===== config.mk =====
export PLATFORM = sky130hd
export DESIGN_NAME = go_back_n_sender_flat
export DESIGN_NICKNAME = d
export VERILOG_FILES = /design/src/rtl/gbn_pkg.sv /design/src/rtl/gbn_if.sv /design/src/rtl/gbn_ctrl.sv /design/src/rtl/gbn_dp.sv /design/src/rtl/go_back_n_sender.sv /design/src/flat_wrapper.sv
export SDC_FILE = /design/constraint.sdc
export NUM_CORES = 1
export LEC_CHECK = 0
export BUFFER_PORTS_ARGS = -buffer_cell sky130_fd_sc_hd__buf_4
export CAP_MARGIN = 40
export CORE_MARGIN = 4
export CORE_UTILIZATION = 56
export DETAILED_ROUTE_END_ITERATION = 12
export MAX_ROUTING_LAYER = met4
export PLACE_DENSITY_LB_ADDON = 0.25
export SLEW_MARGIN = 20
export SYNTH_ARGS = -nofsm -noshare
export SYNTH_HDL_FRONTEND = slang
export SYNTH_SLANG_ARGS = --single-unit

===== constraint.sdc =====
create_clock -name clk -period 5.65 [get_ports clk]
set_clock_uncertainty 0.05 [all_clocks]
set_input_delay 0.2825 -clock clk [delete_from_list [all_inputs] [get_ports clk]]
set_output_delay 0.2825 -clock clk [all_outputs]
set_load 0.01 [all_outputs]

===== src/rtl/gbn_pkg.sv =====
// gbn_pkg: types, codes and constants of the go-back-n sender
// no dependencies; imported by every other file of the block
`timescale 1ns / 1ps

package gbn_pkg;

  // sequence and window sizing
  localparam int unsigned SEQ_SPACE    = 1024;
  localparam int unsigned WINDOW_MAX   = 64;
  localparam int unsigned BUFFER_DEPTH = 1000;

  localparam int CNT_W  = 11;  // base, next and queued counters
  localparam int WEND_W = 12;  // base plus window
  localparam int SEQ_W  = 10;
  localparam int WIN_W  = 7;
  localparam int SUM_W  = 15;  // checksum arithmetic

  localparam logic [SEQ_W-1:0] SEQ_MASK   = SEQ_W'(SEQ_SPACE - 1);
  localparam logic [WIN_W-1:0] WIN_RESET  = WIN_W'(8);
  localparam logic [WIN_W-1:0] WIN_LIMIT  = WIN_W'(WINDOW_MAX);
  localparam logic [CNT_W-1:0] BUF_LIMIT  = CNT_W'(BUFFER_DEPTH);

  // event kinds
  localparam logic [1:0] KIND_MSG     = 2'd0;
  localparam logic [1:0] KIND_ACK     = 2'd1;
  localparam logic [1:0] KIND_TIMEOUT = 2'd2;

  // timer actions
  localparam logic [1:0] TMR_NONE    = 2'd0;
  localparam logic [1:0] TMR_START   = 2'd1;
  localparam logic [1:0] TMR_STOP    = 2'd2;
  localparam logic [1:0] TMR_RESTART = 2'd3;

  // result status codes
  localparam logic [2:0] STAT_SENT    = 3'd0;
  localparam logic [2:0] STAT_NOTHING = 3'd1;
  localparam logic [2:0] STAT_FULL    = 3'd2;
  localparam logic [2:0] STAT_BAD_SUM = 3'd3;
  localparam logic [2:0] STAT_OUT_WIN = 3'd4;
  localparam logic [2:0] STAT_NOT_BASE = 3'd5;

  // input word as held by the datapath
  typedef struct packed {
    logic [1:0]        kind;
    logic [SEQ_W-1:0]  ack_seq;
    logic [SEQ_W-1:0]  ack_num;
    logic signed [13:0] ack_checksum;
    logic signed [12:0] ack_payload_sum;
  } in_item_t;

  // controller to datapath
  typedef struct packed {
    logic latch;  // take the input word
    logic emit;   // load one result word and commit its state update
  } dp_cmd_t;

  // datapath to controller
  typedef struct packed {
    logic slot_free;   // output register can take a word
    logic final_step;  // the result under way is the last of its item
  } dp_sts_t;

  typedef enum logic {
    ST_IDLE,
    ST_EXEC
  } ctrl_state_t;

endpackage


===== src/rtl/gbn_if.sv =====
// gbn_if: valid/ready channel interfaces for the go-back-n sender
// depends on gbn_pkg for field widths
`timescale 1ns / 1ps

interface gbn_in_if import gbn_pkg::*; ();
  logic               valid;
  logic               ready;
  logic [1:0]         kind;
  logic [SEQ_W-1:0]   ack_seq;
  logic [SEQ_W-1:0]   ack_num;
  logic signed [13:0] ack_checksum;
  logic signed [12:0] ack_payload_sum;

  modport source (output valid, kind, ack_seq, ack_num, ack_checksum, ack_payload_sum,
                  input ready);
  modport sink (input valid, kind, ack_seq, ack_num, ack_checksum, ack_payload_sum,
                output ready);
endinterface

interface gbn_out_if import gbn_pkg::*; ();
  logic             valid;
  logic             ready;
  logic             send_valid;
  logic [SEQ_W-1:0] send_seq;
  logic [1:0]       timer_action;
  logic [2:0]       status;
  logic             last;

  modport source (output valid, send_valid, send_seq, timer_action, status, last,
                  input ready);
  modport sink (input valid, send_valid, send_seq, timer_action, status, last,
                output ready);
endinterface

interface gbn_cfg_if import gbn_pkg::*; ();
  logic             valid;
  logic             ready;
  logic [WIN_W-1:0] win_len;

  modport source (output valid, win_len, input ready);
  modport sink (input valid, win_len, output ready);
endinterface


===== src/rtl/gbn_ctrl.sv =====
// gbn_ctrl: two-state controller sequencing one input word at a time
// depends on gbn_pkg; drives the datapath through dp_cmd_t
`timescale 1ns / 1ps

module gbn_ctrl import gbn_pkg::*; (
  input  logic    clk,
  input  logic    rst_n,
  input  logic    in_valid,
  output logic    in_ready,
  input  dp_sts_t sts,
  output dp_cmd_t cmd
);

  ctrl_state_t state_r, state_nxt;

  // state register
  always_ff @(posedge clk) begin
    if (!rst_n) begin
      state_r <= ST_IDLE;
    end else begin
      state_r <= state_nxt;
    end
  end

  // next state and commands
  always_comb begin
    state_nxt = state_r;
    in_ready  = 1'b0;
    cmd       = '0;
    case (state_r)
      ST_IDLE: begin
        in_ready  = rst_n;
        cmd.latch = in_valid && rst_n;
        if (cmd.latch) begin
          state_nxt = ST_EXEC;
        end
      end
      ST_EXEC: begin
        cmd.emit = sts.slot_free;
        if (sts.slot_free && sts.final_step) begin
          state_nxt = ST_IDLE;
        end
      end
      default: begin
        state_nxt = ST_IDLE;
      end
    endcase
  end

endmodule


===== src/rtl/gbn_dp.sv =====
// gbn_dp: window counters, event evaluation and output register
// depends on gbn_pkg and gbn_if; commanded by gbn_ctrl
`timescale 1ns / 1ps

module gbn_dp import gbn_pkg::*; #(
  parameter int unsigned WIN_MAX = WINDOW_MAX
) (
  input  logic          clk,
  input  logic          rst_n,
  input  dp_cmd_t       cmd,
  output dp_sts_t       sts,
  input  in_item_t      in_item,
  gbn_cfg_if.sink       cfg_chan,
  gbn_out_if.source     out_chan
);

  localparam logic [WIN_W-1:0] WIN_CAP = WIN_W'(WIN_MAX);

  // window state
  logic [WIN_W-1:0] win_size_r;
  logic [CNT_W-1:0] base_r, base_nxt;
  logic [CNT_W-1:0] nts_r, nts_nxt;
  logic [CNT_W-1:0] qc_r, qc_nxt;
  logic [CNT_W-1:0] iter_r;
  in_item_t         item_r;

  // output register
  logic             out_valid_r;
  logic             send_valid_r;
  logic [SEQ_W-1:0] send_seq_r;
  logic [1:0]       timer_r;
  logic [2:0]       status_r;
  logic             last_r;

  // result of the current step
  logic             res_valid;
  logic [CNT_W-1:0] res_seq;
  logic [1:0]       res_timer;
  logic [2:0]       res_status;
  logic             res_last;

  logic [WIN_W-1:0]  win_eff;
  logic [WEND_W-1:0] wend;
  logic [CNT_W-1:0]  qc_inc;
  logic [SUM_W-1:0]  ack_sum;
  logic [CNT_W-1:0]  anum_ext;
  logic [CNT_W-1:0]  new_base;
  logic [CNT_W-1:0]  nts_ack;
  logic [WEND_W-1:0] wend_ack;
  logic [CNT_W-1:0]  iter_inc;
  logic              iter_ok;
  logic              iter_next_ok;

  // effective window: zero acts as one, oversize clamps
  always_comb begin
    if (win_size_r == '0) begin
      win_eff = WIN_W'(1);
    end else if (win_size_r > WIN_CAP) begin
      win_eff = WIN_CAP;
    end else begin
      win_eff = win_size_r;
    end
  end

  assign wend     = WEND_W'(base_r) + WEND_W'(win_eff);
  assign qc_inc   = qc_r + CNT_W'(1);
  assign ack_sum  = SUM_W'(item_r.ack_seq) + SUM_W'(item_r.ack_num)
                  + SUM_W'(item_r.ack_payload_sum);
  assign anum_ext = CNT_W'(item_r.ack_num);
  assign new_base = anum_ext + CNT_W'(1);
  assign nts_ack  = (nts_r < new_base) ? new_base : nts_r;
  assign wend_ack = WEND_W'(new_base) + WEND_W'(win_eff);
  assign iter_inc = iter_r + CNT_W'(1);

  // retransmit walk bounds
  assign iter_ok      = (iter_r < nts_r) && (WEND_W'(iter_r) < wend) && (iter_r < qc_r);
  assign iter_next_ok = (iter_inc < nts_r) && (WEND_W'(iter_inc) < wend)
                      && (iter_inc < qc_r);

  // event evaluation
  always_comb begin
    res_valid  = 1'b0;
    res_seq    = '0;
    res_timer  = TMR_NONE;
    res_status = STAT_NOTHING;
    res_last   = 1'b1;
    base_nxt   = base_r;
    nts_nxt    = nts_r;
    qc_nxt     = qc_r;
    case (item_r.kind)
      KIND_MSG: begin
        if (qc_r >= BUF_LIMIT) begin
          res_status = STAT_FULL;
        end else begin
          qc_nxt = qc_inc;
          if ((WEND_W'(nts_r) < wend) && (nts_r < qc_inc)) begin
            res_valid  = 1'b1;
            res_seq    = nts_r;
            res_timer  = (base_r == nts_r) ? TMR_START : TMR_NONE;
            res_status = STAT_SENT;
            nts_nxt    = nts_r + CNT_W'(1);
          end
        end
      end
      KIND_ACK: begin
        if (ack_sum != SUM_W'(item_r.ack_checksum)) begin
          res_status = STAT_BAD_SUM;
        end else if ((anum_ext < base_r) || (WEND_W'(anum_ext) >= wend)) begin
          res_status = STAT_OUT_WIN;
        end else if ((anum_ext != base_r) || (base_r >= qc_r)) begin
          res_status = STAT_NOT_BASE;
        end else begin
          base_nxt = new_base;
          nts_nxt  = nts_ack;
          if ((WEND_W'(nts_ack) < wend_ack) && (nts_ack < qc_r)) begin
            res_valid  = 1'b1;
            res_seq    = nts_ack;
            res_timer  = TMR_RESTART;
            res_status = STAT_SENT;
            nts_nxt    = nts_ack + CNT_W'(1);
          end else if (nts_ack > new_base) begin
            res_timer = TMR_RESTART;
          end else begin
            res_timer = TMR_STOP;
          end
        end
      end
      KIND_TIMEOUT: begin
        if (iter_ok) begin
          res_valid  = 1'b1;
          res_seq    = iter_r;
          res_status = STAT_SENT;
          res_last   = !iter_next_ok;
          res_timer  = iter_next_ok ? TMR_NONE : TMR_START;
        end else begin
          res_timer = TMR_START;
        end
      end
      default: begin
        res_status = STAT_NOTHING;
      end
    endcase
  end

  assign sts.slot_free  = !out_valid_r || out_chan.ready;
  assign sts.final_step = res_last;

  // control state: window, counters, output valid
  always_ff @(posedge clk) begin
    if (!rst_n) begin
      win_size_r  <= WIN_RESET;
      base_r      <= '0;
      nts_r       <= '0;
      qc_r        <= '0;
      out_valid_r <= 1'b0;
    end else begin
      if (cfg_chan.valid) begin
        win_size_r <= cfg_chan.win_len;
      end
      if (cmd.emit) begin
        base_r      <= base_nxt;
        nts_r       <= nts_nxt;
        qc_r        <= qc_nxt;
        out_valid_r <= 1'b1;
      end else if (out_chan.ready) begin
        out_valid_r <= 1'b0;
      end
    end
  end

  // input word, walk index and output word
  always_ff @(posedge clk) begin
    if (cmd.latch) begin
      item_r <= in_item;
      iter_r <= base_r;
    end else if (cmd.emit) begin
      iter_r <= iter_inc;
    end
    if (cmd.emit) begin
      send_valid_r <= res_valid;
      send_seq_r   <= res_valid ? (res_seq[SEQ_W-1:0] & SEQ_MASK) : '0;
      timer_r      <= res_timer;
      status_r     <= res_status;
      last_r       <= res_last;
    end
  end

  assign cfg_chan.ready        = rst_n;
  assign out_chan.valid        = out_valid_r;
  assign out_chan.send_valid   = send_valid_r;
  assign out_chan.send_seq     = send_seq_r;
  assign out_chan.timer_action = timer_r;
  assign out_chan.status       = status_r;
  assign out_chan.last         = last_r;

endmodule


===== src/rtl/go_back_n_sender.sv =====
// go_back_n_sender: go-back-n sender control, top level
// depends on gbn_pkg, gbn_if, gbn_ctrl and gbn_dp
//
// Channels: in_chan takes one event word (message, ack or timer expiry);
// out_chan gives result words, the final one of each event with last set;
// cfg_chan writes the window length and is ready whenever reset is off,
// to be used only while the block is idle.
// Timing: an event is latched in the idle state; in the exec state its
// result words are loaded into the output register whenever that register
// is free. A timer expiry walks the outstanding numbers one per cycle
// through the single output register, pausing while out_chan stalls.
// The next event is taken once the final word of the previous one has
// been loaded, even while that word is still waiting on out_chan.
// Reset: the window length returns to 8, base, next and queued counts to
// zero, and the output register empties.
// Stalls: while out_chan.ready is low the word in the output register
// holds and the walk pauses until the register frees up.
`timescale 1ns / 1ps

module go_back_n_sender import gbn_pkg::*; #(
  parameter int unsigned WIN_MAX = WINDOW_MAX
) (
  input  logic     clk,
  input  logic     rst_n,
  gbn_in_if.sink   in_chan,
  gbn_out_if.source out_chan,
  gbn_cfg_if.sink  cfg_chan
);

  dp_cmd_t  cmd;
  dp_sts_t  sts;
  in_item_t in_item;

  // pack the input word
  assign in_item.kind            = in_chan.kind;
  assign in_item.ack_seq         = in_chan.ack_seq;
  assign in_item.ack_num         = in_chan.ack_num;
  assign in_item.ack_checksum    = in_chan.ack_checksum;
  assign in_item.ack_payload_sum = in_chan.ack_payload_sum;

  // controller
  gbn_ctrl u_ctrl (
    .clk      (clk),
    .rst_n    (rst_n),
    .in_valid (in_chan.valid),
    .in_ready (in_chan.ready),
    .sts      (sts),
    .cmd      (cmd)
  );

  // datapath
  gbn_dp #(
    .WIN_MAX (WIN_MAX)
  ) u_dp (
    .clk      (clk),
    .rst_n    (rst_n),
    .cmd      (cmd),
    .sts      (sts),
    .in_item  (in_item),
    .cfg_chan (cfg_chan),
    .out_chan (out_chan)
  );

`ifndef NO_ASSERTIONS
  // an accepted word keeps the input closed for the following cycle
  a_busy_after_accept: assert property (@(posedge clk) disable iff (!rst_n)
    (in_chan.valid && in_chan.ready) |=> !in_chan.ready)
    else $error("input open right after an accepted word");

  // a word with nothing to send carries sequence zero
  a_seq_zero: assert property (@(posedge clk) disable iff (!rst_n)
    (out_chan.valid && !out_chan.send_valid) |-> (out_chan.send_seq == '0))
    else $error("send_seq nonzero without send_valid");

  // only a sent status carries a packet to transmit
  a_send_status: assert property (@(posedge clk) disable iff (!rst_n)
    (out_chan.valid && out_chan.send_valid) |-> (out_chan.status == STAT_SENT))
    else $error("send_valid with a status other than sent");

  // the datapath never loads a word into a full, stalled output register
  a_no_overwrite: assert property (@(posedge clk) disable iff (!rst_n)
    (out_chan.valid && !out_chan.ready) |-> !cmd.emit)
    else $error("result word overwritten while stalled");
`endif

endmodule

===== src/flat_wrapper.sv =====
// flat-port wrapper written by rule: the top's interface ports become plain ports
module go_back_n_sender_flat import gbn_pkg::*;
#(
  parameter int unsigned WIN_MAX = WINDOW_MAX
)
  (clk, rst_n, in_chan_valid, in_chan_kind, in_chan_ack_seq, in_chan_ack_num, in_chan_ack_checksum, in_chan_ack_payload_sum, in_chan_ready, out_chan_valid, out_chan_send_valid, out_chan_send_seq, out_chan_timer_action, out_chan_status, out_chan_last, out_chan_ready, cfg_chan_valid, cfg_chan_win_len, cfg_chan_ready);
  gbn_in_if in_chan_i ();
  gbn_out_if out_chan_i ();
  gbn_cfg_if cfg_chan_i ();
  input  logic clk;
  input  logic rst_n;
  input wire logic [$bits(in_chan_i.valid)-1:0] in_chan_valid;
  input wire logic [$bits(in_chan_i.kind)-1:0] in_chan_kind;
  input wire logic [$bits(in_chan_i.ack_seq)-1:0] in_chan_ack_seq;
  input wire logic [$bits(in_chan_i.ack_num)-1:0] in_chan_ack_num;
  input wire logic [$bits(in_chan_i.ack_checksum)-1:0] in_chan_ack_checksum;
  input wire logic [$bits(in_chan_i.ack_payload_sum)-1:0] in_chan_ack_payload_sum;
  output wire logic [$bits(in_chan_i.ready)-1:0] in_chan_ready;
  output wire logic [$bits(out_chan_i.valid)-1:0] out_chan_valid;
  output wire logic [$bits(out_chan_i.send_valid)-1:0] out_chan_send_valid;
  output wire logic [$bits(out_chan_i.send_seq)-1:0] out_chan_send_seq;
  output wire logic [$bits(out_chan_i.timer_action)-1:0] out_chan_timer_action;
  output wire logic [$bits(out_chan_i.status)-1:0] out_chan_status;
  output wire logic [$bits(out_chan_i.last)-1:0] out_chan_last;
  input wire logic [$bits(out_chan_i.ready)-1:0] out_chan_ready;
  input wire logic [$bits(cfg_chan_i.valid)-1:0] cfg_chan_valid;
  input wire logic [$bits(cfg_chan_i.win_len)-1:0] cfg_chan_win_len;
  output wire logic [$bits(cfg_chan_i.ready)-1:0] cfg_chan_ready;
  assign in_chan_i.valid = in_chan_valid;
  assign in_chan_i.kind = in_chan_kind;
  assign in_chan_i.ack_seq = in_chan_ack_seq;
  assign in_chan_i.ack_num = in_chan_ack_num;
  assign in_chan_i.ack_checksum = in_chan_ack_checksum;
  assign in_chan_i.ack_payload_sum = in_chan_ack_payload_sum;
  assign in_chan_ready = in_chan_i.ready;
  assign out_chan_valid = out_chan_i.valid;
  assign out_chan_send_valid = out_chan_i.send_valid;
  assign out_chan_send_seq = out_chan_i.send_seq;
  assign out_chan_timer_action = out_chan_i.timer_action;
  assign out_chan_status = out_chan_i.status;
  assign out_chan_last = out_chan_i.last;
  assign out_chan_i.ready = out_chan_ready;
  assign cfg_chan_i.valid = cfg_chan_valid;
  assign cfg_chan_i.win_len = cfg_chan_win_len;
  assign cfg_chan_ready = cfg_chan_i.ready;
  go_back_n_sender #(.WIN_MAX(WIN_MAX)) u_core (.clk(clk), .rst_n(rst_n), .in_chan(in_chan_i), .out_chan(out_chan_i), .cfg_chan(cfg_chan_i));
endmodule

==> results of run 1 <==
-- cells in the mapped netlist (all sizes together), types with 26 or more instances --
library cell    n
a21o           26
nand4          26
a21oi          86
nand3          52
xor2           27
ha            194
xnor2          59
nor3           26
nor2           81
o21ai          51
inv            71
dfxtp          42
nand2          61
edfxtp         77
-- state kept, by name, summed over array words and instances, names as in the netlist --
register / flops
u_core.u_dp.out_chan.timer_action: 2
u_core.u_dp.win_size_r: 7
u_core.u_dp.qc_r: 11
u_core.u_dp.item_r: 39
u_core.u_dp.out_chan.valid: 1
u_core.u_dp.base_r: 11
u_core.u_dp.nts_r: 11
u_core.u_ctrl.state_r: 1
u_core.u_dp.iter_r: 11
u_core.u_dp.out_chan.send_valid: 1
u_core.u_dp.anum_ext: 10
u_core.u_dp.out_chan.send_seq: 10
u_core.u_dp.out_chan.last: 1
u_core.u_dp.out_chan.status: 3
-- through the flow --
stage | cell area [um^2] | setup slack (ns) | TNS [ns] | power, uW
3_3_place_gp | 12000 | 0.295 | 0 | 1720
3_5_place_dp | 12000 | 0.0900 | 0 | 1740
5_1_grt | 13200 | -0.0415 | -0.179 | 3060
2_1_floorplan | 10900 | 0.0186 | 0 | 1510
6_report | 13200 | 0.305 | 0 | 2930
4_1_cts | 13100 | 0.0201 | 0 | 2900
-- final cells by class --
class,count,area (um^2),share of cell area [%]
tap,260,325,2.46
multi-input combinational,955,7380,55.8
inverter,71,267,2.01
timing repair buffer,181,1490,11.3
clock inverter,13,156,1.18
sequential,119,3150,23.8
clock buffer,19,454,3.43
-- kinds of logic after synthesis --
| family | Yosys count | share of synthesized area [%] |
|---|---|---|
| mux | 22 | 2.12 |
| xor+xnor | 87 | 7.15 |
| simple gates | 348 | 16.4 |
| flops | 119 | 29.1 |
| compound gates | 300 | 18.3 |
| fa+ha+maj | 198 | 23.1 |
| buf+inv | 104 | 3.83 |
-- power by group through the flow --
stage	clock network, uW	logic (uW)	registers (uW)
floorplan	0	487	1020
global route	1190	844	1030
CTS	1150	733	1020
global placement	0	682	1040
finish	1140	763	1020
detailed placement	0	697	1040
-- what timing repair did --
action,CTS,global route
setup buffers,0,6
gates resized for setup,0,14
endpoints found under the setup margin,0,30
hold buffers,49,0
hold endpoints to repair,49,0
-- how the worst max path moves through the flow --
stage / start / slack (ns) / end / depth (start not counted)
2_1_floorplan: u_core.u_dp.anum_ext[1]$_DFFE_PP_ / 0.02 / u_core.u_dp.nts_r[0]$_SDFFE_PN0P_ / 25
3_3_place_gp: u_core.u_dp.anum_ext[0]$_DFFE_PP_ / 0.30 / u_core.u_dp.out_chan.send_seq[8]$_SDFFCE_PN0P_ / 19
3_5_place_dp: u_core.u_dp.anum_ext[1]$_DFFE_PP_ / 0.09 / u_core.u_dp.out_chan.send_seq[8]$_SDFFCE_PN0P_ / 20
4_1_cts: u_core.u_dp.anum_ext[1]$_DFFE_PP_ / 0.02 / u_core.u_dp.out_chan.send_seq[8]$_SDFFCE_PN0P_ / 20
5_1_grt: u_core.u_dp.anum_ext[0]$_DFFE_PP_ / -0.04 / u_core.u_dp.base_r[10]$_SDFFE_PN0P_ / 21
6_report: u_core.u_dp.anum_ext[0]$_DFFE_PP_ / 0.30 / u_core.u_dp.base_r[2]$_SDFFE_PN0P_ / 21
-- tightest hold or removal path: stages --
cell	delay [ns]
buf_4	0.08
mux2i_1	0.05
nand2_1	0.06
-- routing by layer --
layer  share of wire [%]  up-vias
li1                    -     4769
met1                  42     4785
met2                  42      615
met3                  12      119
met4                 4.0        0
met5                   0        -
==> summary.txt, run 1 <==
Outcome
  – Status: finished clean

Drt
  – Post-route DRC: 0
  – DR WL/cell: 21.6 um
  – Number of DRC markers in iteration 0: 1146
  – Post-route ant nets: 0
  – Detailed-route via count: 10300
  – Drt total wl: 34900 um
  – Vias per Instance: 6.36
  – Drt first pass iters: 6

Floorplanning
  – Die area: 21700 um^2
  – # rows: 50
  – DIE WIDTH: 147 um
  – Die H: 147 um
  – IO Pins: 81
  – Core area: 18900 um^2
  – Starting Density: 57.4%

Global route
  – Met1 Use GR: 43.9%
  – Global-route wire length before repair: 54100 um
  – Met2 usage in global routing: 48.2%
  – Initial antenna violation count: 0
  – Met3 Use GR: 7.68%
  – GRT overflow: 0
  – Total GRT Usage: 32.9%
  – Largest net degree at the start of global routing: 55
  – GR peak layer: met2
  – Number of global-route vias before repair: 9708

Critical path
  – Crit Path Class: reg2reg
  – Crit path buffers/inverters: 2
  – Slowest-stage cell, CP: nor4_4
  – Crit-path cells: ha_1 > fa_1 > a21o_1 > a21oi_1 > o21bai_1 > a21oi_1 > o21bai_1 > a21oi_2 > xnor2_1 > ha_2 > xnor2_2 > a211o_1 > nor4_2 > o2111ai_1 > nor4b_2 > nand4_2 > buf_4 > nor4_4 > buf_6 > nor2_1 > a211oi_1
  – RR Startpoint: u_core.u_dp.anum_ext[0]$_DFFE_PP_
  – WP data arrival: 5.63 ns
  – CP max FO: 10
  – R2R Setup Slk: 0.30 ns
  – R2R Path End: u_core.u_dp.base_r[2]$_SDFFE_PN0P_
  – CP Capture Type: flop
  – Critical path startpoint category: flop
  – Worst Path Required: 5.93 ns
  – R2R cell count: 21
  – Cell family with most CP delay: compound AO/OA/AOI/OAI gates
  – Max incr delay on CP: 0.42 ns

Run
  – Max Cap Violations: 0

Placed design
  – Buffers on Ports: 80
  – Final GP Congestion: 1.07
  – Placed insts: 1530
  – Post-DP HPWL: 26000 um

Synth
  – Syn_area_per_cell: 9.21 um^2
  – Post-synth EDFFs: 77
  – Mapped cell area: 10900 um^2
  – Dominant cell type by area after synthesis: ha_1
  – Synth Instances: 1178
  – Distinct cells, synth: 71
  – Main synth FF type: edfxtp_1
  – Post-synthesis async set-or-reset flop share: 0%
  – Synth top area share: 22.4%
  – Syn nets: 1437
  – Yosys warnings: 0
  – Largest cells by area after synthesis: ha_1 (22%), edfxtp_1 (21%), dfxtp_1 (7.7%)
  – Yosys reg bits: 119
  – Register area share after synthesis: 29.1%

Clocking
  – Clk_lat worst skew: 0.43 ns
  – Clock H-tree levels: 4
  – CTS max path bufs: 2
  – CTS tree: built
  – CTS Buf Count: 17
  – Clock transition at the registers of the reported paths: 0.06 ns
  – CTS Root Cell: clkbuf_16
  – Clock sinks: 119

Finish
  – Antenna Cells: 0
  – Layout cells sized above 1: 14.4%
  – Most frequent cells in the layout: ha_1 (193), buf_4 (128), a21oi_1 (83), nor2_1 (81), edfxtp_1 (77)
  – Final instance count without filler cells: 1618
  – Final #Nets: 1604
  – FILL cells: 1488
  – Leading cell type in the layout, fill and taps excluded: ha_1
  – P&R area growth vs syn: 21.9%
  – Fin util: 70.0%

STA
  – Hold slack: 0.0210 ns
  – Fin crit share: 94.6%
  – Pins Over Slew Limit: 0
  – Worst Tran Pin Value: 0.812 ns
  – FMAX: 187 MHz
  – Final Hold Fails: 0
  – Rel. slew slack: 45.5%
  – Final setup viols: 0
  – Min Clock Period, post-route: 5.35 ns

Pwr
  – Int Power: 2010 uW
  – Switching Power: 921 uW
  – Clk pwr share: 39.0%
  – Comb power frac: 26.1%
  – Worst IR Drop VDD: 0.000252 V
  – PD cells: 221 nW/um^2
  – Switching portion of total power: 31.5%
  – Leakage: 0.00559 uW
  – Sequential share of power: 34.9%

Worst hold path
  – Worst hold start: cfg_chan_win_len[3]
  – Hold Crit Class: in2reg
  – Worst Hold Path Cells: 3
  – Hold EP: u_core.u_dp.win_size_r[3]$_SDFFE_PN1P_
No activity file was read; power rests on OpenSTA's default activity.
==> run 2, diff against run 1 <==
--- a/config.mk
+++ b/config.mk
@@ -7,8 +7,10 @@
 export LEC_CHECK = 0
 export BUFFER_PORTS_ARGS = -buffer_cell sky130_fd_sc_hd__buf_4
 export CAP_MARGIN = 40
+export CELL_PAD_IN_SITES_DETAIL_PLACEMENT = 1
+export CELL_PAD_IN_SITES_GLOBAL_PLACEMENT = 1
 export CORE_MARGIN = 4
-export CORE_UTILIZATION = 56
+export CORE_UTILIZATION = 44
 export DETAILED_ROUTE_END_ITERATION = 12
 export MAX_ROUTING_LAYER = met4
 export PLACE_DENSITY_LB_ADDON = 0.25
==> summary.txt, run 2 (synthesized netlist as in run 1, its figures left out) <==
Outcome
  – Status: finished clean

Drt
  – Vias per Instance: 6.25
  – Detailed-route via count: 10700
  – Drt total wl: 42700 um
  – Drt first pass iters: 5
  – Number of DRC markers in iteration 0: 1018
  – Post-route ant nets: 0
  – Post-route DRC: 0
  – DR WL/cell: 25.1 um

Critical path
  – R2R cell count: 20
  – WP data arrival: 5.72 ns
  – CP Capture Type: flop
  – CP max FO: 6
  – Critical path startpoint category: flop
  – Worst Path Required: 5.90 ns
  – Crit Path Class: reg2reg

STA
  – Fin Setup TNS: 0 ns
  – Fin crit share: 96.8%
  – FMAX: 183 MHz
  – Hold slack: 0.0215 ns
  – Pins Over Slew Limit: 0
  – Min Clock Period, post-route: 5.47 ns
  – Final Hold Fails: 0
  – Rel. slew slack: 41.5%
  – Worst Tran Pin Value: 0.874 ns
  – Final setup viols: 0

Finish
  – Biggest register: u_core.u_dp.item_r
  – Final #Nets: 1627
  – Leading cell type in the layout, fill and taps excluded: ha_1
  – Layout cells sized above 1: 16.1%
  – Max reg flops: 39
  – P&R area growth vs syn: 24.2%
  – Area of the multi-input gates: 7450 um^2
  – Most frequent cells in the layout: ha_1 (193), buf_4 (148), a21oi_1 (81), nor2_1 (80), edfxtp_1 (77)
  – Fin util: 55.4%
  – Antenna Cells: 0
  – Register area: 3150 um^2
  – FILL cells: 2785

Floorplanning
  – Starting Density: 44.6%
  – Core area: 24300 um^2
  – Die H: 165 um
  – DIE WIDTH: 165 um
  – IO Pins: 81
  – # rows: 57
  – Die area: 27200 um^2

Worst hold path
  – Worst Hold Path Cells: 3
  – Hold Crit Class: in2reg

Pwr
  – Comb power frac: 28.3%
  – PD cells: 218 nW/um^2
  – Worst IR Drop VDD: 0.000197 V
  – Switching portion of total power: 35.0%
  – Clk pwr share: 36.9%
  – Int Power: 1910 uW
  – Sequential share of power: 34.8%
  – Leakage: 0.00567 uW
  – Switching Power: 1030 uW

Clocking
  – CTS tree: built
  – CTS Root Cell: clkbuf_16
  – CTS Buf Count: 17
  – CTS max path bufs: 2
  – Clock H-tree levels: 4
  – Clock transition at the registers of the reported paths: 0.06 ns
  – Clock sinks: 119
  – Clk_lat worst skew: 0.44 ns

Global route
  – Initial antenna violation count: 0
  – GRT overflow: 0
  – Largest net degree at the start of global routing: 40
  – Global-route wire length before repair: 63500 um
  – Total GRT Usage: 31.8%
  – Number of global-route vias before repair: 10900

Run
  – Max Cap Violations: 0

Placed design
  – Post-DP HPWL: 30700 um
  – Buffers on Ports: 80
  – Final GP Congestion: 1.01
[run 2: changes by cell type in the layout (fill, tap and decap cells not counted), moves of 2 or more]
| cell | change |
|---|---|
| a21oi_2 | +2 |
| o21ai_1 | +3 |
| a21oi_1 | -2 |
| bufinv_16 | -2 |
| inv_6 | +2 |
| o21ai_0 | -3 |
| buf_4 | +20 |
[run 2: layer usage]
metal | GRT usage [%] | share of wire, %
met1 | 41.3 | 42
met2 | 50.0 | 46
met3 | 5.49 | 8.6
met4 | 11.8 | 4.1
met5 | - | 0
[run 2: through the flow]
step                      power, uW  worst slack [ns]  cell area (um^2)  std cells
after floorplan                1510            0.0186             10900       1178
after global routing           3070           -0.0952             13500       1705
after CTS                      2890             0.113             13300       1693
final                          2940             0.182             13500       1705
after global placement         1740             0.181             12200       1608
after detailed placement       1780           -0.0632             12200       1610
[run 2: power groups by stage]
stage          Clock (uW)  Sequential (uW)  Combinational [uW]
5_1_grt              1130             1030                 913
6_report             1090             1020                 831
3_3_place_gp            0             1040                 703
4_1_cts              1090             1020                 777
2_1_floorplan           0             1020                 487
3_5_place_dp            0             1040                 737
[run 2: final cells by class]
| type | instances | area share (%) |
|---|---|---|
| Clock buffer | 17 | 3.16 |
| Inverter | 71 | 1.98 |
| Clock inverter | 15 | 0.966 |
| Timing Repair Buffer | 201 | 12.2 |
| Sequential cell | 119 | 23.4 |
| Tap cell | 324 | 3.01 |
| Multi-Input combinational cell | 958 | 55.3 |
[run 2: critical path: stages (launching register included)]
cell and delay, ns:
dfxtp_1 0.32, nor3_1 0.20, a21oi_1 0.09, nor2_1 0.19, ha_1 0.21, inv_1 0.06
fa_1 0.40, nor2b_1 0.22, o31a_1 0.30, o211ai_1 0.14, xnor2_1 0.69, ha_1 0.37
o21ai_0 0.07, nand2b_1 0.07, a21oi_1 0.14, a31oi_1 0.07, a21oi_1 0.47, nand2_1 0.32
or4_4 0.66, nor2b_1 0.16, a221o_1 0.13
[run 2: timing repair]
action | CTS | global route
pin swaps | 1 | 8
gates resized for setup | 2 | 24
hold buffers | 49 | 0
buffers inserted | 2 | 8
setup endpoints to repair | 9 | 34
gates cloned | 0 | 4
hold endpoints to repair | 49 | 0
[run 2: worst paths after layout]
kind                            slack (ns)                                        endpoint                              startpoint
worst min register to register        0.44         u_core.u_dp.out_chan.valid$_SDFFE_PN0P_        u_core.u_ctrl.state_r$_SDFF_PN0_
worst max register to register        0.18  u_core.u_dp.out_chan.send_seq[8]$_SDFFCE_PN0P_  u_core.u_dp.win_size_r[3]$_SDFFE_PN1P_
worst max-delay path                  0.18  u_core.u_dp.out_chan.send_seq[8]$_SDFFCE_PN0P_  u_core.u_dp.win_size_r[3]$_SDFFE_PN1P_
worst min-delay path                  0.02          u_core.u_dp.win_size_r[3]$_SDFFE_PN1P_                     cfg_chan_win_len[3]
==> run 3, diff against run 2 <==
--- a/config.mk
+++ b/config.mk
@@ -9,7 +9,6 @@
 export CAP_MARGIN = 40
 export CELL_PAD_IN_SITES_DETAIL_PLACEMENT = 1
 export CELL_PAD_IN_SITES_GLOBAL_PLACEMENT = 1
-export CORE_MARGIN = 4
 export CORE_UTILIZATION = 44
 export DETAILED_ROUTE_END_ITERATION = 12
 export MAX_ROUTING_LAYER = met4
==> summary.txt, run 3 (synthesized netlist as in run 1, its figures left out) <==
Clocking
  – Clock H-tree levels: 4
  – Clock transition at the registers of the reported paths: 0.07 ns
  – CTS Buf Count: 17
  – Clock sinks: 119
  – Clk_lat worst skew: 0.43 ns
  – CTS tree: built
  – CTS max path bufs: 2
  – CTS Root Cell: clkbuf_16

Pwr
  – Comb power frac: 26.5%
  – Sequential share of power: 33.5%
  – Design Power: 3050 uW
  – Leakage: 0.00565 uW
  – Int Power: 2040 uW
  – Switching portion of total power: 32.9%
  – Worst IR Drop VDD: 0.000185 V
  – Clk pwr share: 40.0%
  – Switching Power: 1000 uW
  – PD cells: 227 nW/um^2

Critical path
  – R2R cell count: 23
  – Critical path startpoint category: flop
  – Crit Path Class: reg2reg
  – CP Capture Type: flop
  – R2R Setup Slk: 0.33 ns
  – CP max FO: 20
  – R2R Path End: u_core.u_dp.base_r[2]$_SDFFE_PN0P_
  – Worst Path Required: 5.94 ns
  – RR Startpoint: u_core.u_dp.item_r[38]$_DFFE_PP_
  – WP data arrival: 5.61 ns

Worst hold path
  – Worst hold start: cfg_chan_win_len[3]
  – Hold EP: u_core.u_dp.win_size_r[3]$_SDFFE_PN1P_
  – Hold Crit Class: in2reg
  – Worst Hold Path Cells: 3

Finish
  – P&R area growth vs syn: 23.6%
  – Biggest register: u_core.u_dp.item_r
  – Leading cell type in the layout, fill and taps excluded: ha_1
  – Most frequent cells in the layout: ha_1 (194), buf_4 (144), a21oi_1 (83), nor2_1 (81), edfxtp_1 (77)
  – Final #Nets: 1620
  – Area of the multi-input gates: 7360 um^2
  – Max reg flops: 39
  – Fin util: 55.3%
  – FILL cells: 2799
  – Antenna Cells: 0
  – Register area: 3150 um^2
  – Layout cells sized above 1: 15.0%

STA
  – FMAX: 188 MHz
  – Rel. slew slack: 49.9%
  – Final Hold Fails: 0
  – Final setup viols: 0
  – Pins Over Slew Limit: 0
  – Fin crit share: 94.2%
  – Final critical-path setup slack: 0.330 ns
  – Min Clock Period, post-route: 5.32 ns
  – Worst Tran Pin Value: 0.751 ns
  – Fin Setup TNS: 0 ns

Drt
  – DR WL/cell: 24.5 um
  – Number of DRC markers in iteration 0: 830
  – Drt total wl: 41600 um
  – Post-route DRC: 0
  – Post-route ant nets: 0
  – Drt first pass iters: 5
  – Vias per Instance: 6.19
  – Detailed-route via count: 10500

Placed design
  – Post-DP HPWL: 30600 um
  – Dpl ws: 0.0563 ns
  – Final GP Congestion: 0.965
  – Buffers on Ports: 80

Outcome
  – Status: finished clean

Global route
  – Largest net degree at the start of global routing: 52
  – Total GRT Usage: 34.1%
  – Initial antenna violation count: 0
  – GRT overflow: 0
  – Global-route wire length before repair: 64200 um
  – Number of global-route vias before repair: 11000

Floorplanning
  – Die H: 159 um
  – DIE WIDTH: 159 um
  – IO Pins: 81
  – Die area: 25300 um^2
  – Starting Density: 44.8%
  – Core area: 24200 um^2
  – # rows: 57

Run
  – Max Cap Violations: 0
## run 3: cell count changes in the layout (fill, tap and decap cells not counted), moves of 2 or more
cell	previous run	this run
a21oi_1	81	83
a21oi_2	5	3
buf_4	148	144
bufinv_16	0	3
clkinv_4	4	1
o21ai_0	47	50
o21ai_1	4	1
## run 3: area by class of cell
cell class / instances / area share (%)
Multi-Input combinational cell: 956 / 54.8
Sequential cell: 119 / 23.5
Timing Repair Buffer: 196 / 12.0
Clock buffer: 17 / 3.17
Tap cell: 324 / 3.02
Inverter: 71 / 1.99
Clock inverter: 15 / 1.50
## run 3: worst max-delay path: stages, from the launching register on
cell and delay [ns]:
edfxtp_1 0.44, ha_1 0.32, a21o_1 0.18, a21oi_1 0.25, o21bai_1 0.11, a21oi_1 0.28, o21bai_1 0.11, a21oi_1 0.26
o21bai_1 0.11, a21oi_1 0.19, xnor2_1 0.15, ha_1 0.33, xnor2_2 0.20, buf_4 0.15, a211o_1 0.28, a21o_1 0.15
mux2_2 0.25, nor2_1 0.25, nand4_2 0.12, buf_4 0.19, nor4_2 0.30, buf_6 0.25, nor2_1 0.06, a211oi_1 0.24
## run 3: per-stage QoR
stage          hold slack (ns)  instances  cell area (um^2)
5_1_grt                 0.0331       1698             13400
2_1_floorplan            0.331       1178             10900
4_1_cts                 0.0146       1690             13300
3_3_place_gp             0.411       1608             12200
3_5_place_dp             0.412       1609             12200
6_report                0.0236       1698             13400
## run 3: repair_timing
item                                   in CTS  in global routing
hold buffers                               49                  0
setup endpoints to repair                   0                 35
gates resized for setup                     0                  8
buffers inserted                            0                  7
endpoints found under the hold margin      49                  0
## run 3: power by group through the flow
stage	combinational, uW	clock, uW	sequential (uW)
5_1_grt	887	1260	1030
2_1_floorplan	487	0	1020
3_5_place_dp	740	0	1040
3_3_place_gp	711	0	1040
4_1_cts	775	1230	1020
6_report	808	1220	1020
## run 3: per-layer routing
metal	wire length [um]	GRT usage [%]	vias up
met5	0	-	-
met4	1540	12.6	0
met3	3090	4.30	107
met2	18800	53.6	451
met1	18200	45.1	5151
li1	-	-	4796
## run 3: worst max-delay path by stage
stage	slack, ns	endpoint	cells after the start	start
after detailed placement	0.06	u_core.u_dp.out_chan.send_seq[8]$_SDFFCE_PN0P_	20	u_core.u_dp.anum_ext[1]$_DFFE_PP_
after CTS	0.03	u_core.u_dp.out_chan.send_seq[5]$_SDFFCE_PN0P_	20	u_core.u_dp.anum_ext[1]$_DFFE_PP_
final	0.33	u_core.u_dp.base_r[2]$_SDFFE_PN0P_	23	u_core.u_dp.item_r[38]$_DFFE_PP_
after floorplan	0.02	u_core.u_dp.nts_r[0]$_SDFFE_PN0P_	25	u_core.u_dp.anum_ext[1]$_DFFE_PP_
after global placement	0.25	u_core.u_dp.out_chan.send_seq[9]$_SDFFCE_PN0P_	19	u_core.u_dp.anum_ext[0]$_DFFE_PP_
after global routing	-0.0007	u_core.u_dp.base_r[2]$_SDFFE_PN0P_	22	u_core.u_dp.item_r[38]$_DFFE_PP_
